File: config.mk
export PLATFORM = sky130hd
export DESIGN_NAME = grid_rect_sector_enumerator
export DESIGN_NICKNAME = d
export VERILOG_FILES = /design/src/hdl/grse_pkg.sv /design/src/hdl/grse_div.sv /design/src/hdl/grse_dp.sv /design/src/hdl/grse_ctrl.sv /design/src/hdl/grid_rect_sector_enumerator.sv
export SDC_FILE = /design/constraint.sdc
export NUM_CORES = 1
export LEC_CHECK = 0
export BUFFER_PORTS_ARGS = -buffer_cell sky130_fd_sc_hd__buf_2
export CAP_MARGIN = 30
export CORE_ASPECT_RATIO = 0.7
export CORE_UTILIZATION = 50
export DETAILED_ROUTE_END_ITERATION = 10
export PLACE_DENSITY = 0.8
export SLEW_MARGIN = 20
export SYNTH_ARGS = -nofsm -noshare
export SYNTH_HDL_FRONTEND = slang
export SYNTH_SLANG_ARGS = --single-unit
File: constraint.sdc
create_clock -name clk -period 5.37 [get_ports clk]
set_input_delay 0 -clock clk [delete_from_list [all_inputs] [get_ports clk]]
set_output_delay 0 -clock clk [all_outputs]
set_load 0.005 [all_outputs]
File: src/hdl/grse_pkg.sv
`timescale 1ns / 1ps
`default_nettype none

package grse_pkg;

  localparam int COORD_W    = 16;
  localparam int SIZE_W     = 9;
  localparam int LAND_W     = 16;
  localparam int CELL_W     = 10;
  localparam int INDEX_W    = 20;
  localparam int QUOT_W     = 16;
  localparam int DIVISOR_W  = 11;
  localparam int RECIP_W    = 32;
  localparam int RECIP_SHIFT = 31;
  localparam int TAG_W      = 3;
  localparam int CFG_IDX_W  = 1;
  localparam int MAX_RESULTS = 26;
  localparam int COUNT_W    = 5;

  localparam int IN_TDATA_W  = 56;
  localparam int OUT_TDATA_W = 40;

  localparam int DEF_SECTOR_WIDTH  = 64;
  localparam int DEF_SECTOR_HEIGHT = 64;

  localparam logic [LAND_W-1:0] LAND_RESET = 16'd1024;

  // Configuration register indexes.
  localparam logic [CFG_IDX_W-1:0] CFG_LANDSCAPE_WIDTH  = 1'b0;
  localparam logic [CFG_IDX_W-1:0] CFG_LANDSCAPE_HEIGHT = 1'b1;

  // Division jobs, issued in this order.
  localparam logic [TAG_W-1:0] TAG_GRIDW = 3'd0;
  localparam logic [TAG_W-1:0] TAG_ROW0  = 3'd1;
  localparam logic [TAG_W-1:0] TAG_COL0  = 3'd2;
  localparam logic [TAG_W-1:0] TAG_COL1  = 3'd3;
  localparam logic [TAG_W-1:0] TAG_ROW1  = 3'd4;

  typedef enum logic [3:0] {
    ST_IDLE,
    ST_NORM,
    ST_CLIP,
    ST_EXT,
    ST_DIV,
    ST_WAIT,
    ST_MUL,
    ST_WALK,
    ST_OUTS
  } grse_state_t;

  typedef struct packed {
    logic             load;
    logic             norm;
    logic             clip;
    logic             ext;
    logic             div_issue;
    logic [TAG_W-1:0] div_tag;
    logic             walk_init;
    logic             emit_cell;
    logic             emit_outside;
  } grse_cmd_t;

  typedef struct packed {
    logic in_range;
    logic outside;
    logic out_free;
    logic div_last;
    logic walk_end;
    logic at_cap;
  } grse_status_t;

endpackage

`default_nettype wire

File: src/hdl/grse_div.sv
`timescale 1ns / 1ps
`default_nettype none

// Three-stage divider by one of two constant divisors: multiply by a
// truncated reciprocal, then correct the estimate by at most one.
module grse_div #(
  parameter int SECTOR_WIDTH  = grse_pkg::DEF_SECTOR_WIDTH,
  parameter int SECTOR_HEIGHT = grse_pkg::DEF_SECTOR_HEIGHT
) (
  input  wire logic                          clk,
  input  wire logic                          rst_n,
  input  wire logic                          start,
  input  wire logic                          axis_h,
  input  wire logic [grse_pkg::TAG_W-1:0]    tag_in,
  input  wire logic [grse_pkg::QUOT_W-1:0]   dividend,
  output logic                               done,
  output logic [grse_pkg::TAG_W-1:0]         tag_out,
  output logic [grse_pkg::QUOT_W-1:0]        quotient
);

  localparam int QW = grse_pkg::QUOT_W;
  localparam int DW = grse_pkg::DIVISOR_W;
  localparam int RW = grse_pkg::RECIP_W;
  localparam int PW = QW + RW;
  localparam int MW = QW + DW;

  localparam logic [RW-1:0] RECIP_X =
    RW'((64'd1 << grse_pkg::RECIP_SHIFT) / 64'(SECTOR_WIDTH));
  localparam logic [RW-1:0] RECIP_Y =
    RW'((64'd1 << grse_pkg::RECIP_SHIFT) / 64'(SECTOR_HEIGHT));
  localparam logic [DW-1:0] DIV_X = DW'(SECTOR_WIDTH);
  localparam logic [DW-1:0] DIV_Y = DW'(SECTOR_HEIGHT);

  logic                          vld1_r, vld2_r, vld3_r;
  logic [grse_pkg::TAG_W-1:0]    tag1_r, tag2_r, tag3_r;
  logic                          h1_r, h2_r;
  logic [QW-1:0]                 v1_r, v2_r;
  logic [PW-1:0]                 prod1_r, prod1_nxt;
  logic [QW-1:0]                 qe2_r, qe_nxt;
  logic [MW-1:0]                 prod2_r, prod2_nxt;
  logic [QW-1:0]                 q3_r, q3_nxt;
  logic [QW-1:0]                 rem;
  logic [DW-1:0]                 d2;

  assign prod1_nxt = {{QW{1'b0}}, (axis_h ? RECIP_Y : RECIP_X)} * {{RW{1'b0}}, dividend};
  assign qe_nxt    = prod1_r[grse_pkg::RECIP_SHIFT +: QW];
  assign prod2_nxt = {{DW{1'b0}}, qe_nxt} * {{QW{1'b0}}, (h1_r ? DIV_Y : DIV_X)};
  assign d2        = h2_r ? DIV_Y : DIV_X;
  assign rem       = v2_r - prod2_r[QW-1:0];
  assign q3_nxt    = qe2_r + {{(QW-1){1'b0}}, (rem >= {{(QW-DW){1'b0}}, d2})};

  always_ff @(posedge clk) begin
    if (!rst_n) begin
      vld1_r <= 1'b0;
      vld2_r <= 1'b0;
      vld3_r <= 1'b0;
    end else begin
      vld1_r <= start;
      vld2_r <= vld1_r;
      vld3_r <= vld2_r;
    end
  end

  always_ff @(posedge clk) begin
    tag1_r  <= tag_in;
    h1_r    <= axis_h;
    v1_r    <= dividend;
    prod1_r <= prod1_nxt;
    tag2_r  <= tag1_r;
    h2_r    <= h1_r;
    v2_r    <= v1_r;
    qe2_r   <= qe_nxt;
    prod2_r <= prod2_nxt;
    tag3_r  <= tag2_r;
    q3_r    <= q3_nxt;
  end

  assign done     = vld3_r;
  assign tag_out  = tag3_r;
  assign quotient = q3_r;

endmodule

`default_nettype wire

File: src/hdl/grse_dp.sv
`timescale 1ns / 1ps
`default_nettype none

module grse_dp #(
  parameter int SECTOR_WIDTH  = grse_pkg::DEF_SECTOR_WIDTH,
  parameter int SECTOR_HEIGHT = grse_pkg::DEF_SECTOR_HEIGHT
) (
  input  wire logic                                 clk,
  input  wire logic                                 rst_n,
  input  wire grse_pkg::grse_cmd_t                  cmd,
  output grse_pkg::grse_status_t                    status,
  input  wire logic signed [grse_pkg::COORD_W-1:0]  rect_left,
  input  wire logic signed [grse_pkg::COORD_W-1:0]  rect_top,
  input  wire logic signed [grse_pkg::SIZE_W-1:0]   rect_width,
  input  wire logic signed [grse_pkg::SIZE_W-1:0]   rect_height,
  input  wire logic                                 cfg_we,
  input  wire logic [grse_pkg::CFG_IDX_W-1:0]       cfg_index,
  input  wire logic [grse_pkg::LAND_W-1:0]          cfg_data,
  input  wire logic                                 out_tready,
  output logic                                      out_tvalid,
  output logic [grse_pkg::OUT_TDATA_W-1:0]          out_tdata,
  output logic                                      out_tlast,
  output logic                                      out_tuser
);

  localparam int LW = grse_pkg::LAND_W;
  localparam int QW = grse_pkg::QUOT_W;
  localparam int CW = grse_pkg::CELL_W;
  localparam int IW = grse_pkg::INDEX_W;
  localparam int NW = grse_pkg::COUNT_W;

  // Clipped position in the upper 16 bits, clipped length in the lower 9.
  function automatic logic [24:0] clip_axis(input logic signed [18:0] pos,
                                            input logic signed [18:0] len,
                                            input logic signed [18:0] blen);
    logic signed [18:0] sum;
    logic signed [18:0] p;
    logic signed [18:0] l;
    sum = pos + len;
    p = pos;
    l = len;
    if (pos < 19'sd0) begin
      p = 19'sd0;
      if (blen < sum) begin
        l = blen;
      end else begin
        l = len + pos;
      end
    end else if (blen < sum) begin
      l = blen - pos;
    end
    if (l < 19'sd0) begin
      l = 19'sd0;
    end
    return {p[15:0], l[8:0]};
  endfunction

  function automatic logic inside_axis(input logic signed [18:0] pos,
                                       input logic signed [18:0] len,
                                       input logic signed [18:0] blen);
    logic signed [18:0] tail;
    tail = pos + len - 19'sd1;
    return (pos >= 19'sd0) && (pos < blen) && (tail >= 19'sd0) && (tail < blen);
  endfunction

  logic [LW-1:0]        lw_r, lh_r;
  logic signed [17:0]   x_r, y_r;
  logic signed [9:0]    w_r, h_r;
  logic [LW-1:0]        xc_r, yc_r, xe_r, ye_r;
  logic [8:0]           wc_r, hc_r;
  logic                 outside_r;
  logic [QW-1:0]        gridw_r, col0_r, col1_r, row0_r, row1_r;
  logic [QW-1:0]        col_cnt_r, row_cnt_r;
  logic [IW-1:0]        rowbase_r;
  logic [NW-1:0]        n_r;
  logic                 ov_r;
  logic [CW-1:0]        out_col_r, out_row_r;
  logic [IW-1:0]        out_idx_r;
  logic                 out_last_r, out_outside_r;

  logic signed [18:0]   bw, bh;
  logic [24:0]          clip_x, clip_y;
  logic                 contained;
  logic [8:0]           wc1, hc1;
  logic [QW-1:0]        div_dividend;
  logic                 div_axis_h;
  logic                 div_done;
  logic [grse_pkg::TAG_W-1:0] div_tag;
  logic [QW-1:0]        div_q;
  logic                 row_end, walk_end, at_cap, out_free;
  logic [2*QW-1:0]      base_prod;

  assign bw = signed'({3'b000, lw_r});
  assign bh = signed'({3'b000, lh_r});
  assign clip_x = clip_axis(19'(x_r), 19'(w_r), bw);
  assign clip_y = clip_axis(19'(y_r), 19'(h_r), bh);
  assign contained = inside_axis(19'(x_r), 19'(w_r), bw) &&
                     inside_axis(19'(y_r), 19'(h_r), bh);

  // A clipped size of zero still covers one pixel.
  assign wc1 = (wc_r == 9'd0) ? 9'd1 : wc_r;
  assign hc1 = (hc_r == 9'd0) ? 9'd1 : hc_r;

  always_comb begin
    div_dividend = xc_r;
    div_axis_h   = 1'b0;
    case (cmd.div_tag)
      grse_pkg::TAG_GRIDW: div_dividend = lw_r - 16'd1;
      grse_pkg::TAG_ROW0: begin
        div_dividend = yc_r;
        div_axis_h   = 1'b1;
      end
      grse_pkg::TAG_COL0:  div_dividend = xc_r;
      grse_pkg::TAG_COL1:  div_dividend = xe_r;
      grse_pkg::TAG_ROW1: begin
        div_dividend = ye_r;
        div_axis_h   = 1'b1;
      end
      default: div_dividend = xc_r;
    endcase
  end

  grse_div #(
    .SECTOR_WIDTH  (SECTOR_WIDTH),
    .SECTOR_HEIGHT (SECTOR_HEIGHT)
  ) u_div (
    .clk      (clk),
    .rst_n    (rst_n),
    .start    (cmd.div_issue),
    .axis_h   (div_axis_h),
    .tag_in   (cmd.div_tag),
    .dividend (div_dividend),
    .done     (div_done),
    .tag_out  (div_tag),
    .quotient (div_q)
  );

  assign row_end   = (col_cnt_r == col1_r);
  assign walk_end  = row_end && (row_cnt_r == row1_r);
  assign at_cap    = (n_r == NW'(grse_pkg::MAX_RESULTS - 1));
  assign out_free  = !ov_r || out_tready;
  assign base_prod = row0_r * gridw_r;

  assign status.in_range = (xc_r < lw_r) && (yc_r < lh_r);
  assign status.outside  = outside_r;
  assign status.out_free = out_free;
  assign status.div_last = div_done && (div_tag == grse_pkg::TAG_ROW1);
  assign status.walk_end = walk_end;
  assign status.at_cap   = at_cap;

  always_ff @(posedge clk) begin
    if (!rst_n) begin
      lw_r <= grse_pkg::LAND_RESET;
      lh_r <= grse_pkg::LAND_RESET;
    end else if (cfg_we) begin
      case (cfg_index)
        grse_pkg::CFG_LANDSCAPE_WIDTH:  lw_r <= cfg_data;
        grse_pkg::CFG_LANDSCAPE_HEIGHT: lh_r <= cfg_data;
        default: lw_r <= lw_r;
      endcase
    end
  end

  always_ff @(posedge clk) begin
    if (!rst_n) begin
      ov_r <= 1'b0;
    end else if (cmd.emit_cell || cmd.emit_outside) begin
      ov_r <= 1'b1;
    end else if (out_tready) begin
      ov_r <= 1'b0;
    end
  end

  always_ff @(posedge clk) begin
    if (cmd.load) begin
      x_r <= 18'(rect_left);
      y_r <= 18'(rect_top);
      w_r <= 10'(rect_width);
      h_r <= 10'(rect_height);
    end
    // A negative size moves the corner and flips the sign.
    if (cmd.norm) begin
      if (w_r < 10'sd0) begin
        x_r <= x_r + 18'(w_r);
        w_r <= -w_r;
      end
      if (h_r < 10'sd0) begin
        y_r <= y_r + 18'(h_r);
        h_r <= -h_r;
      end
    end
    if (cmd.clip) begin
      xc_r      <= clip_x[24:9];
      wc_r      <= clip_x[8:0];
      yc_r      <= clip_y[24:9];
      hc_r      <= clip_y[8:0];
      outside_r <= !contained;
    end
    if (cmd.ext) begin
      xe_r <= xc_r + 16'(wc1) - 16'd1;
      ye_r <= yc_r + 16'(hc1) - 16'd1;
    end
    if (div_done) begin
      case (div_tag)
        grse_pkg::TAG_GRIDW: gridw_r <= div_q + 16'd1;
        grse_pkg::TAG_ROW0:  row0_r  <= div_q;
        grse_pkg::TAG_COL0:  col0_r  <= div_q;
        grse_pkg::TAG_COL1:  col1_r  <= div_q;
        grse_pkg::TAG_ROW1:  row1_r  <= div_q;
        default: row1_r <= row1_r;
      endcase
    end
    if (cmd.walk_init) begin
      rowbase_r <= base_prod[IW-1:0];
      col_cnt_r <= col0_r;
      row_cnt_r <= row0_r;
      n_r       <= '0;
    end
    if (cmd.emit_cell) begin
      out_col_r     <= col_cnt_r[CW-1:0];
      out_row_r     <= row_cnt_r[CW-1:0];
      out_idx_r     <= rowbase_r + IW'(col_cnt_r);
      out_outside_r <= 1'b0;
      out_last_r    <= (walk_end && !outside_r) || at_cap;
      n_r           <= n_r + 5'd1;
      if (row_end) begin
        col_cnt_r <= col0_r;
        row_cnt_r <= row_cnt_r + 16'd1;
        rowbase_r <= rowbase_r + IW'(gridw_r);
      end else begin
        col_cnt_r <= col_cnt_r + 16'd1;
      end
    end
    if (cmd.emit_outside) begin
      out_col_r     <= '0;
      out_row_r     <= '0;
      out_idx_r     <= '0;
      out_outside_r <= 1'b1;
      out_last_r    <= 1'b1;
    end
  end

  assign out_tvalid = ov_r;
  assign out_tdata  = {out_idx_r, out_row_r, out_col_r};
  assign out_tlast  = out_last_r;
  assign out_tuser  = out_outside_r;

endmodule

`default_nettype wire

File: src/hdl/grse_ctrl.sv
`timescale 1ns / 1ps
`default_nettype none

module grse_ctrl (
  input  wire logic                   clk,
  input  wire logic                   rst_n,
  input  wire logic                   in_tvalid,
  output logic                        in_tready,
  input  wire grse_pkg::grse_status_t status,
  output grse_pkg::grse_cmd_t         cmd
);

  grse_pkg::grse_state_t      state_r, state_nxt;
  logic [grse_pkg::TAG_W-1:0] tag_r, tag_nxt;

  always_ff @(posedge clk) begin
    if (!rst_n) begin
      state_r <= grse_pkg::ST_IDLE;
      tag_r   <= grse_pkg::TAG_GRIDW;
    end else begin
      state_r <= state_nxt;
      tag_r   <= tag_nxt;
    end
  end

  always_comb begin
    state_nxt = state_r;
    tag_nxt   = tag_r;
    case (state_r)
      grse_pkg::ST_IDLE: begin
        if (in_tvalid) state_nxt = grse_pkg::ST_NORM;
      end
      grse_pkg::ST_NORM: state_nxt = grse_pkg::ST_CLIP;
      grse_pkg::ST_CLIP: state_nxt = grse_pkg::ST_EXT;
      grse_pkg::ST_EXT: begin
        tag_nxt   = grse_pkg::TAG_GRIDW;
        state_nxt = status.in_range ? grse_pkg::ST_DIV : grse_pkg::ST_OUTS;
      end
      grse_pkg::ST_DIV: begin
        tag_nxt = tag_r + 3'd1;
        if (tag_r == grse_pkg::TAG_ROW1) begin
          tag_nxt   = grse_pkg::TAG_GRIDW;
          state_nxt = grse_pkg::ST_WAIT;
        end
      end
      grse_pkg::ST_WAIT: begin
        if (status.div_last) state_nxt = grse_pkg::ST_MUL;
      end
      grse_pkg::ST_MUL: state_nxt = grse_pkg::ST_WALK;
      grse_pkg::ST_WALK: begin
        if (status.out_free) begin
          if (status.at_cap) begin
            state_nxt = grse_pkg::ST_IDLE;
          end else if (status.walk_end) begin
            state_nxt = status.outside ? grse_pkg::ST_OUTS : grse_pkg::ST_IDLE;
          end
        end
      end
      grse_pkg::ST_OUTS: begin
        if (status.out_free) state_nxt = grse_pkg::ST_IDLE;
      end
      default: state_nxt = grse_pkg::ST_IDLE;
    endcase
  end

  always_comb begin
    cmd       = '0;
    in_tready = 1'b0;
    case (state_r)
      grse_pkg::ST_IDLE: begin
        in_tready = 1'b1;
        cmd.load  = in_tvalid;
      end
      grse_pkg::ST_NORM: cmd.norm = 1'b1;
      grse_pkg::ST_CLIP: cmd.clip = 1'b1;
      grse_pkg::ST_EXT:  cmd.ext  = 1'b1;
      grse_pkg::ST_DIV: begin
        cmd.div_issue = 1'b1;
        cmd.div_tag   = tag_r;
      end
      grse_pkg::ST_WAIT: cmd.div_tag = tag_r;
      grse_pkg::ST_MUL:  cmd.walk_init = 1'b1;
      grse_pkg::ST_WALK: cmd.emit_cell = status.out_free;
      grse_pkg::ST_OUTS: cmd.emit_outside = status.out_free;
      default: cmd = '0;
    endcase
  end

endmodule

`default_nettype wire

File: src/hdl/grid_rect_sector_enumerator.sv
`timescale 1ns / 1ps
`default_nettype none

// Channel  Direction  Beat contents
// in_      slave      tdata: rect_left[15:0], rect_top[31:16], rect_width[40:32],
//                     rect_height[49:41], zero pad to 56 bits
// out_     master     tdata: cell_column, cell_row, cell_index; tuser: is_outside;
//                     tlast: is_last
// cfg_     slave      index 0 landscape_width, 1 landscape_height; data 16 bits
//
// After the accepting beat, set-up steps through normalise, clip, end points, five
// divisions through the three-stage reciprocal divider and the row base multiply; then
// the walk gives one result beat per cycle while the output is free, at most 26.
// Reset is synchronous and active low; both landscape sizes return to 1024.
// A stalled output holds the walk while it stalls; a new rectangle is taken while the
// last beat of the previous one still waits in the output register.
module grid_rect_sector_enumerator #(
  parameter int SECTOR_WIDTH  = grse_pkg::DEF_SECTOR_WIDTH,
  parameter int SECTOR_HEIGHT = grse_pkg::DEF_SECTOR_HEIGHT
) (
  input  wire logic                                clk,
  input  wire logic                                rst_n,
  input  wire logic                                in_tvalid,
  output logic                                     in_tready,
  // rect_left, rect_top, rect_width, rect_height, zero pad
  input  wire logic [grse_pkg::IN_TDATA_W-1:0]     in_tdata,
  output logic                                     out_tvalid,
  input  wire logic                                out_tready,
  // cell_column, cell_row, cell_index
  output logic [grse_pkg::OUT_TDATA_W-1:0]         out_tdata,
  output logic                                     out_tlast,
  // is_outside
  output logic                                     out_tuser,
  input  wire logic                                cfg_valid,
  output logic                                     cfg_ready,
  input  wire logic [grse_pkg::CFG_IDX_W-1:0]      cfg_index,
  input  wire logic [grse_pkg::LAND_W-1:0]         cfg_data
);

  grse_pkg::grse_cmd_t    cmd;
  grse_pkg::grse_status_t status;

  assign cfg_ready = 1'b1;

  grse_ctrl u_ctrl (
    .clk       (clk),
    .rst_n     (rst_n),
    .in_tvalid (in_tvalid),
    .in_tready (in_tready),
    .status    (status),
    .cmd       (cmd)
  );

  grse_dp #(
    .SECTOR_WIDTH  (SECTOR_WIDTH),
    .SECTOR_HEIGHT (SECTOR_HEIGHT)
  ) u_dp (
    .clk         (clk),
    .rst_n       (rst_n),
    .cmd         (cmd),
    .status      (status),
    .rect_left   (in_tdata[15:0]),
    .rect_top    (in_tdata[31:16]),
    .rect_width  (in_tdata[40:32]),
    .rect_height (in_tdata[49:41]),
    .cfg_we      (cfg_valid),
    .cfg_index   (cfg_index),
    .cfg_data    (cfg_data),
    .out_tready  (out_tready),
    .out_tvalid  (out_tvalid),
    .out_tdata   (out_tdata),
    .out_tlast   (out_tlast),
    .out_tuser   (out_tuser)
  );

endmodule

`default_nettype wire

; ---- Word-level counts from Yosys, hierarchy flattened
; Index checks and enable logic that the tools add are counted.
[word_totals]
inputBits = 78
register_bits = 403
word_cells = 200
out_inout_bits = 45
[op_classes]
n_addsub = 24
n_reduce_logical = 34
magnitude_cmp = 19
n_eq_ne = 25
n_mul = 1
bitwise = 1
n_mux = 56
[op_table]
columns = operator, count
row1 = $mux 19, 6
row2 = $mux 18, 6
row3 = $mux 16, 6
row4 = $pmux 16 s4, 1
row5 = $mux 10, 6
row6 = $mux 20, 3
row7 = $sub 16x1->16 const B, 3
row8 = $add 20x16->20, 2
row9 = $ge 19x1->1 const B, 2
row10 = $lt 17x19->1, 2
row11 = $lt 19x1->1 const B, 2
row12 = $lt 19x17->1, 2
row13 = $sub 17x18->19, 2
row14 = $sub 19x2->19 const B, 2
row15 = $add 18x10->18, 2
row16 = $ge 18x1->1 const B, 2
row17 = $lt 18x1->1 const B, 2
row18 = $lt 18x17->1, 2
row19 = $mux 4, 9
row20 = $pmux 4 s9, 1
row21 = $add 16x1->16 const B, 2
row22 = $add 16x9->16, 2
row23 = $eq 16x11->1, 2
row24 = $lt 16x16->1, 2
row25 = other kinds (38), 89

; ---- Depth between registers and ports, before layout
[logic_depth]
ltp_word = 7
depth_mapped = 23
mapped_depth_nobuf = 22

; ---- Cells and area by module
; From an unflattened synthesis, not the netlist that was laid out.
[hier_totals]
cells_unflattened = 3418
hier_area_um2 = 31029.8
[by_module_without_submodules]
columns = module, n_inst, area_each_um2, cells_each, seq_area_each_um2
row1 = grse_dp, 1, 29524.6, 3295, 8888.5
row2 = grse_div, 1, 908.4, 52, 840.8
row3 = grse_ctrl, 1, 585.6, 69, 140.1
row4 = grid_rect_sector_enumerator, 1, 11.3, 2, 0.0

; ---- Worst setup path before layout
; No wires, ideal clock.
[synth_timing]
kind = reg-to-reg
from = reg u_dp.row0_r[7]
to = reg u_dp.rowbase_r[18]
t_arrival_ns = 5.293
setup_time_ns = 0.106
period_less_slack_ns = 5.399
required_time_ns = 5.264
n_path_buf = 1
path_stages_with_launch = 22
path_slack_ns = -0.029
cell_sequence = edfxtp_1 clkbuf_1 and2_1 fa_1 inv_1 fa_1 inv_1 fa_1 fa_1 inv_1 fa_1 inv_1 ha_1 o21a_1 o21ai_0 a21boi_0 nor3_1 o41ai_1 a22oi_1 a31oi_1 o21ai_0 o311ai_0
[synth_between]
elab_chain_cells = 4
[synth_lines]
columns = element, line
row1 = from (decl), grse_dp.sv:72  ; logic [QW-1:0] gridw_r, col0_r, col1_r, row0_r, row1_r;
row2 = from (signal assigned), grse_dp.sv:206  ; grse_pkg::TAG_ROW0: row0_r <= div_q;
row3 = $mul 11x16->20 *, grse_dp.sv:142  ; assign base_prod = row0_r * gridw_r;
row4 = $mux 20 *, grse_dp.sv:213  ; if (cmd.walk_init) begin
row5 = $mux 20, grse_dp.sv:226  ; if (row_end) begin
row6 = $mux 20 *, grse_dp.sv:219  ; if (cmd.emit_cell) begin
row7 = to (signal assigned), grse_dp.sv:214  ; rowbase_r <= base_prod[IW-1:0];
row8 = to (signal assigned), grse_dp.sv:229  ; rowbase_r <= rowbase_r + IW'(gridw_r);
row9 = to (decl), grse_dp.sv:74  ; logic [IW-1:0] rowbase_r;
; Every way passes the cells marked *; elsewhere a longest branch is shown, timed or not.
; A chain may end at the register's enable or synchronous reset.

; ---- Worst setup path after layout
[layout_timing]
from = reg u_dp.row0_r[4]
to = reg u_dp.rowbase_r[19]
; The elaborated chain is that of the path after synthesis.

==> impl_metrics.ini <==
[outcome]
outcome = complete, no violations

[floorplan]
ios = 123
num_rows = 70
core_area_um2 = 52400
floorplan.die_area_um2 = 54100
start_util_pct = 50.8
die_w_um = 278
dieHeight_um = 195

[cells_and_area]
synthToLayoutAreaGrowth_pct = 13.9
nNetsFinal = 3703
final_layout_size_suffix_gt1_share_pct = 9.66
fillerInstances = 4424
register_area_um2 = 8670
multi_input_area_um2 = 16400
antenna_cells = 0

[sta]
clock.fmax_mhz = 192
slew_headroom_pct = 39.8
finClkSkew_ns = 0.0323
rsz0062_at_grt = true
setup_tns_ns = 0
worst_slew_pin_slew_ns = 0.892
fin_crit_ns = 5.22
slew_viol_final = 0
final-setup-viol-count = 0
post-route-period-util_pct = 97.2
setup_ws_ns = 0.152
hold_viol = 0

[worst_setup_path]
crit_path_start_kind = flop
cp.required_ns = 5.79
crit_type = reg2reg
cp-end-kind = flop
ff2ff_path_depth = 19
crit_path_max_fanout = 5
arrival_ns = 5.64

[pwr]
p_per_area_nw_per_um2 = 527
ir_worst_vdd_v = 0.000513
leakage_nw = 13.2

[yosys]
syn_avg_cell_area_um2 = 8.80
synth_largest_area_cell = edfxtp_1
synth_edf_count = 146
syn_area_um2 = 26600
yosys_warnings = 0
yosysUniqueCellTypes = 84
synth_common_cells = nand2_1 (334), inv_1 (329), ha_1 (291)
synth.area.top_cells = edfxtp_1 (16%), dfxtp_1 (16%), ha_1 (14%)
synthArstFlopShare_pct = 0
seq_area_frac_synth_pct = 32.6
yosysMostFrequentCell = nand2_1
synth_ff_type = dfxtp_1
syn_inst = 3022
postSynthRegisterBits = 360
synth_top_area_share_pct = 16.5

[flow_run]
cap_violations = 0

[clocking]
cts_inserted_buffers = 37
path_clk_slew_ns = 0.07
cts_max_path_buffers = 3
htreeDepth = 2
root_buffer = clkbuf_16
cts_tree = done
cts.sinks = 360
clk_latency_ns = 0.57

[place]
gp_congestion = 0.933
place_ws_ns = -0.0414
post-dp-hpwl_um = 52700
port_buffers = 115

[routing]
num_vias = 22784
viasPerCell = 5.76
avgRoutedWirePerCell_um = 17.6
drc = 0
ant_nets = 0
dr.pass1.iters = 7
routed_wl_um = 69500
drtIter0Drc = 2209

[global_routing]
grt_max_degree = 52
grtUsageMet1_pct = 35.7
met2_usage_pct = 39.9
grt_use_met3_pct = 4.19
grt_util_all_layers_pct = 25.4
grt_pass1_vias = 21309
antenna_found_initial = 1
grt_remaining_overflow = 0
grt_pass1_wl_um = 111000
busiest_layer = met2

[hold_path]
min_path_cells = 5
hp-class = in2reg
[placed cells by master, fill, tap and decap left out, drive strengths merged, types with 8 or more instances in the layout]
| master | n |
|---|---|
| inv | 337 |
| nand2 | 334 |
| ha | 291 |
| nor2 | 235 |
| a21oi | 220 |
| dfxtp | 214 |
| buf | 197 |
| o21ai | 148 |
| edfxtp | 146 |
| xnor2 | 117 |
| fa | 92 |
| nand3 | 81 |
| and2 | 74 |
| dlygate4sd3 | 73 |
| nor3 | 61 |
| a21o | 53 |
| xor2 | 52 |
| clkbuf | 49 |
| a211oi | 38 |
| nor2b | 37 |
| and3 | 34 |
| o211ai | 27 |
| o21a | 26 |
| nand4 | 25 |
| nand2b | 23 |
| nor4 | 23 |
| or3 | 21 |
| mux2i | 20 |
| a31oi | 16 |
| a21boi | 14 |
| a22oi | 14 |
| clkinv | 13 |
| mux4 | 12 |
| nor3b | 11 |
| a311oi | 10 |
| conb | 10 |
| a221oi | 9 |
| o21bai | 8 |
| o41ai | 8 |
[worst max-delay path: stages (launching register included)]
cell	delay, ns
edfxtp_1	0.50
buf_4	0.17
buf_4	0.12
nand2_1	0.08
fa_1	0.56
inv_1	0.07
fa_1	0.53
fa_1	0.44
fa_1	0.56
inv_1	0.06
fa_1	0.53
inv_1	0.04
ha_1	0.31
a21boi_2	0.24
nand3_1	0.12
a31oi_2	0.22
nor3_2	0.10
o31ai_2	0.20
xnor2_1	0.14
o21ai_0	0.08
[kinds of logic (layout without fill, tap and decap cells)]
| kind of cell | count (synthesis) | after routing | synth area share, % |
|---|---|---|---|
| other | 2 | 10 | 0.0282 |
| buffers and inverters | 433 | 673 | 6.23 |
| adders and majority gates | 383 | 383 | 20.6 |
| xor gates and xnor gates | 169 | 169 | 5.63 |
| muxes | 36 | 36 | 1.97 |
| and+or+nand+nor | 987 | 987 | 17.5 |
| AOI/OAI and AO/OA | 652 | 652 | 15.4 |
| DFF | 360 | 360 | 32.6 |
[path summary, 6_finish.rpt]
check / start / endpoint / slack, ns
worst max-delay path: u_dp.row0_r[4] / u_dp.rowbase_r[19] / 0.15
worst max register to register: u_dp.row0_r[4] / u_dp.rowbase_r[19] / 0.15
worst min register to register: u_dp.u_div.v1_r[11] / u_dp.u_div.v2_r[11] / 0.31
worst min-delay path: in_tvalid / u_dp.x_r[0] / 0.1
[per-stage QoR]
step | instances | area, µm² | hold WS, ns | power [mW] | utilization (%)
5_1_grt | 3954 | 30300 | 0.132 | 17.2 | 57.9
3_5_place_dp | 3801 | 28200 | 0.259 | 13.1 | 53.9
2_1_floorplan | 3030 | 26600 | 0.0889 | 10.6 | -
4_1_cts | 3941 | 30100 | 0.0815 | 15.8 | 57.5
3_3_place_gp | 3798 | 28200 | 0.260 | 12.8 | 53.9
6_report | 3954 | 30300 | 0.0996 | 16.0 | 57.9
[state kept, by name, summed over array words and instances, names as in the netlist, 16 cells and up]
register        cells
u_dp.col_cnt_r     16
u_dp.lh_r          16
u_dp.lw_r          16
u_dp.out_idx_r     20
u_dp.row_cnt_r     16
u_dp.rowbase_r     20
u_dp.x_r           18
u_dp.xc_r          16
u_dp.y_r           18
u_dp.yc_r          16
[routing by layer]
metal,share of wire (%),vias up
li1,-,10933
met1,44,10629
met2,44,1078
met3,9.1,144
met4,2.9,0
met5,0,-
[power by group]
group	internal [mW]	total [mW]	leakage, nW	switching, mW
logic	4.08	9.64	9.58	5.56
registers	3.39	3.79	3.10	0.401
clock network	1.36	2.54	0.569	1.17
[area by class of cell]
type / instances / share of cell area (%)
clock inverters: 20 / 0.471
repair buffers: 273 / 6.52
well taps: 684 / 2.82
multi-input cells: 2237 / 54.1
clock buffers: 47 / 3.35
inverters: 333 / 4.14
flip-flops and latches: 360 / 28.6
[what timing repair did]
action	in CTS	in global routing
endpoints found under the setup margin	2	9
gates resized for setup	1	16
hold buffers	73	0
hold endpoints to repair	93	0
pin swaps	0	9
buffers inserted	0	10
(Power assumes the default switching activity.)
